<file path="src/hdl/hfti_pkg.sv">
`timescale 1ns / 1ps
// Shared types and constants of the height-field triangle interpolator.
// No dependencies; imported by the top level and hfti_split.
package hfti_pkg;

  localparam int unsigned HEIGHT_W    = 24;
  localparam int unsigned STORE_AW    = 16;
  localparam int unsigned STORE_DEPTH = 1 << STORE_AW;
  localparam int unsigned SAMPLE_W    = 8;

  // Division by 255 is done as two radix-2^16 digits, each by reciprocal multiplication.
  // The first digit's dividend is below 2^17, the second's below 2^24.
  localparam int unsigned DIV_A_SHIFT = 25;
  localparam int unsigned DIV_B_SHIFT = 32;
  localparam logic [63:0] DIV_A_RECIP = ((64'd1 << DIV_A_SHIFT) + 64'd254) / 64'd255;
  localparam logic [63:0] DIV_B_RECIP = ((64'd1 << DIV_B_SHIFT) + 64'd254) / 64'd255;

  typedef enum logic {
    OP_WRITE = 1'b0,
    OP_QUERY = 1'b1
  } opcode_e;

  typedef enum logic [1:0] {
    CFG_MIN_HEIGHT = 2'd0,
    CFG_MAX_HEIGHT = 2'd1,
    CFG_TILE_COL   = 2'd2,
    CFG_TILE_ROW   = 2'd3
  } cfg_idx_e;

endpackage

</file>
<file path="src/hdl/hfti_split.sv">
`timescale 1ns / 1ps
// Five-stage pipeline that turns one Q15.16 coordinate into a grid cell and a fraction.
// Depends on hfti_pkg; divisions by the tile span use reciprocal multiplication.
module hfti_split
  import hfti_pkg::*;
#(
  parameter int unsigned EDGE_SAMPLES = 256,
  parameter int unsigned TILE_SIZE    = 1024,
  parameter int unsigned FRAC_BITS    = 16
) (
  input  logic                            clk_i,
  input  logic                            en_i,
  input  logic signed [31:0]              pos_i,
  input  logic                            world_i,
  input  logic signed [5:0]               tile_i,
  output logic [$clog2(EDGE_SAMPLES)-1:0] cell_o,
  output logic [FRAC_BITS-1:0]            frac_o
);

  localparam int unsigned TW  = (TILE_SIZE > 1) ? $clog2(TILE_SIZE) : 1;
  localparam int unsigned LE  = $clog2(EDGE_SAMPLES);
  localparam int unsigned LP  = TW + 16;
  localparam int unsigned NC  = TW + LE;
  localparam int unsigned SC  = NC + TW;
  localparam int unsigned NF  = TW + FRAC_BITS;
  localparam int unsigned SF  = NF + TW;
  localparam int unsigned PCW = 2 * NC + 2;
  localparam int unsigned PFW = 2 * NF + 2;
  localparam longint SPAN = longint'(TILE_SIZE) * 65536;
  localparam logic [63:0] RECIP_C = ((64'd1 << SC) + 64'(TILE_SIZE) - 64'd1) / 64'(TILE_SIZE);
  localparam logic [63:0] RECIP_F = ((64'd1 << SF) + 64'(TILE_SIZE) - 64'd1) / 64'(TILE_SIZE);

  logic signed [34:0] org, loc;
  logic [LP-1:0]      p_d, p_q;
  logic [LP+LE-1:0]   num_q;
  logic [NC-1:0]      mx, mx_q;
  logic [15:0]        r16_q;
  logic [PCW-1:0]     pc_q;
  logic [LE-1:0]      cell4, cell4_q, cell5_q;
  logic [TW-1:0]      rm;
  logic [TW+16+FRAC_BITS-1:0] wide;
  logic [NF-1:0]      xf_q;
  logic [PFW-1:0]     pf_q;

  // Tile-local position, clamped into the tile.
  always_comb begin
    org = 35'(tile_i) * 35'(SPAN);
    loc = 35'(pos_i) - (world_i ? org : 35'sd0);
    if (loc < 35'sd0) begin
      p_d = '0;
    end else if (loc >= 35'(SPAN)) begin
      p_d = LP'(SPAN - 1);
    end else begin
      p_d = loc[LP-1:0];
    end
  end

  assign mx    = num_q[LP+LE-1:16];
  assign cell4 = pc_q[SC +: LE];
  assign rm    = TW'(mx_q - NC'(cell4) * NC'(TILE_SIZE));
  assign wide  = {rm, r16_q, {FRAC_BITS{1'b0}}};

  always_ff @(posedge clk_i) begin
    if (en_i) begin
      p_q     <= p_d;
      num_q   <= (LP+LE)'(p_q) * (LP+LE)'(EDGE_SAMPLES - 1);
      pc_q    <= PCW'(mx) * PCW'(RECIP_C);
      mx_q    <= mx;
      r16_q   <= num_q[15:0];
      cell4_q <= cell4;
      xf_q    <= wide[TW+16+FRAC_BITS-1:16];
      pf_q    <= PFW'(xf_q) * PFW'(RECIP_F);
      cell5_q <= cell4_q;
    end
  end

  assign cell_o = cell5_q;
  assign frac_o = pf_q[SF +: FRAC_BITS];

endmodule
</file>
<file path="config.mk">
export PLATFORM = sky130hd
export DESIGN_NAME = hfti_split
export DESIGN_NICKNAME = d
export VERILOG_FILES = /design/src/hdl/hfti_pkg.sv /design/src/hdl/hfti_split.sv
export SDC_FILE = /design/constraint.sdc
export NUM_CORES = 1
export LEC_CHECK = 0
export BUFFER_PORTS_ARGS = -buffer_cell sky130_fd_sc_hd__buf_4
export CAP_MARGIN = 20
export CORE_MARGIN = 3
export CORE_UTILIZATION = 40
export DETAILED_ROUTE_END_ITERATION = 8
export HOLD_SLACK_MARGIN = 0.15
export PLACE_DENSITY_LB_ADDON = 0.15
export REMOVE_ABC_BUFFERS = 1
export SETUP_SLACK_MARGIN = 0.05
export SYNTH_ARGS = -nofsm -noshare
export SYNTH_HDL_FRONTEND = slang
export SYNTH_SLANG_ARGS = --single-unit
</file>
<file path="constraint.sdc">
create_clock -name clk_i -period 4.9 [get_ports clk_i]
set_clock_uncertainty 0.2 [all_clocks]
set_input_delay 0.98 -clock clk_i [delete_from_list [all_inputs] [get_ports clk_i]]
set_output_delay 0.98 -clock clk_i [all_outputs]
set_load 0.01 [all_outputs]
</file>
==> impl_results.md <==
* Status: finished clean
* Setup ws final at between 100 and 150 ps
* Max Cap Violations at 0
* CTS tree: done
* DRC Markers at 0
* Ys flop type: edfxtp_1
* Crit path max fanout at 4
* Slew headroom at a little over 50%
* Layout Nets at between 1000 and 1500
* Seq/Total Area, Yosys at 41.57%
* HPWL after detailed placement at roughly 12000 µm
* Length of routed met2 wiring at slightly below 7000 µm
* TNS Setup at 0 ps
* Tcrit/Tclk final at between 90% and 100%
* CTS clk-pin slew, worst paths at 60 ps
* Finish-stage setup viols at 0
* CP Capture Type: flip-flop
* Top cells by area, synth: edfxtp_1 42%, fa_1 27%, ha_1 8.2%
* Initial Util at 41.27%
* Met3 WL post-DR at approximately 440 µm
* Worst min-delay path class: reg2reg
* # IOs at 65
* Clk_lat worst skew at roughly 400 ps
* Grt ovf at 0
* Setup WS pre-CTS at -60.28 ps
* Critical path origin: p_q[1]
* Netlist cell types at 55
* Yosys warns at 0
* Mapped Cells at 675
* Core Footprint at roughly 0.021 mm²
* Post-synth EDFFs at 122
* DR pass1 iterations at 4
* CP Launch Type: flip-flop
* Top post-synthesis cells by count: 176 x inv_1, 122 x edfxtp_1, 120 x fa_1
* Die width at ~150 µm
* Top-count cell post-synth: inv_1
* Hold wc startpoint: xf_q[10]
* Cells after DPL at 1050
* Layout cell share with drive strength beyond 1 at 28.52%
* CP required at a little under 5000 ps
* CP Class: reg2reg
* Syn_area_per_cell at 13.06 µm²
* Synth-to-Final Area Change at 25.70%
* Multi-input gate area at between 0.004 and 0.005 mm²
* First-pass GRT wire length at roughly 25000 µm
* Via density per instance at ~4.5
* WL met1 at 7465 µm
* Port Buffers at 64
* Initial DRC count at 184
* Reg2reg setup slack at 140 ps
* Routed via count at 5030
* Ant diodes at 0
* Fin cells at 1106
* # fillers at around 1900
* Final ANT Viol Nets at 0
* RSZ-0062 raised after global routing: yes
* Cell area after synthesis at 0.008812 mm²
* Clock Path Buffers at 2
* Root Buffer: clkbuf_16
* Hold depth at 0
* Number of global-route vias before repair at ~5400
* Tmin final at about 4800 ps
* Clock sink total at 122
* FFs w/ async S/R, synth at 0%
* Slew Viols, Final at 0
* Initial antenna violation count at 0
* Cts bufs inserted at 17
* FMAX at 210.1 MHz
* FF/Latch Area at about 0.0037 mm²
* Placer Congestion at 0.8180
* Top-area cell type share of the netlist area at 41.57%
* Final WL at 15050 µm
* Routed len/inst at 13.61 µm
* Largest area contributor in the netlist: edfxtp_1
* Hold EP: pf_q[36]
* Worst Path Arrival at 4710 ps
* Top sig layer: met4
* Die H at 154.4 µm
* Row count at 53
* Worst-Margin Slew at 732.6 ps
* Worst r2r dst: num_q[27]
* Synthesized flop and latch total at 122
* Largest net degree at the start of global routing at 63
* Hold Violations, Final at 0
* Worst-case reg-to-reg path depth at 13
* GRT Total Usage at 13.10%
* Die area at ~0.024 mm²
* Critical R2R Launch: p_q[1]
* CTS H-Tree Depth at 4
[repair_timing]
item | CTS | global route
setup buffers | 5 | 17
pin swaps | 10 | 56
resized for setup | 14 | 69
endpoints found under the setup margin | 8 | 17
hold buffers | 0 | 0
[cells by family after synthesis]
| logic type | Yosys count | synth area share [%] |
|---|---|---|
| flops | 122 | 41.57 |
| compound gates | 112 | 9.144 |
| simple gates | 54 | 3.351 |
| buf+inv | 184 | 7.951 |
| fa+ha+maj | 178 | 35.50 |
| xor+xnor | 25 | 2.485 |
[stage by stage]
step | cell area (µm²) | hold WS [ps] | util [%]
2_1_floorplan | 8772 | 200.3 | -
3_3_place_gp | 9931 | 200.9 | 46.51
3_5_place_dp | 9931 | 204.5 | 46.51
4_1_cts | 10670 | 213.9 | 49.98
5_1_grt | 11080 | 216.3 | 51.88
6_report | 11080 | 213.2 | 51.88
[worst max-delay path by stage]
stage                     cells after the start        end
after floorplan                              16  num_q[26]
after global placement                       16  num_q[33]
after detailed placement                     16  num_q[33]
after CTS                                    16  num_q[33]
after global routing                         16  num_q[27]
final                                        13  num_q[27]
[per-layer routing]
metal	up-vias	GRT usage (%)
met5	-	0
met4	0	4.626
met3	19	2.210
met2	100	20.20
met1	2403	18.89
li1	2508	-
[sequential cells by signal, indices dropped and copies added (netlist names)]
name     cells
p_q         26
num_q       24
mx_q        18
pf_q        16
xf_q        16
cell4_q      8
cell_o       8
r16_q        6
[worst max-delay path: stages, from the launching register on]
cell and delay (ps):
edfxtp_1 460, buf_4 180, fa_1 520, fa_1 470
fa_1 540, fa_1 420, ha_1 310, o2111ai_1 150
or2_0 230, o221a_2 270, o211a_4 290, a2bb2oi_2 170
a41oi_1 210, o21ai_1 90
[cell type report]
cell class              count  area share [%]
inverters                 176           5.998
multi-input cells         369           42.88
clock inverters            14           1.751
clock buffers              18           3.874
flip-flops and latches    122           33.07
repair buffers            132           9.319
well taps                 275           3.106
[cells in the final DEF (no fill, tap or decap), types with 10 or more instances in the layout]
cell	n
a21oi_1	19
buf_4	121
clkbuf_16	17
buf_6	11
edfxtp_1	122
fa_1	111
ha_4	10
o21a_1	29
a21o_1	11
inv_1	160
xnor2_1	18
nand2_1	13
ha_1	47
inv_2	15
Power is not shown: default switching activity piles up to over one toggle a cycle in this logic, so the estimate is an artifact.
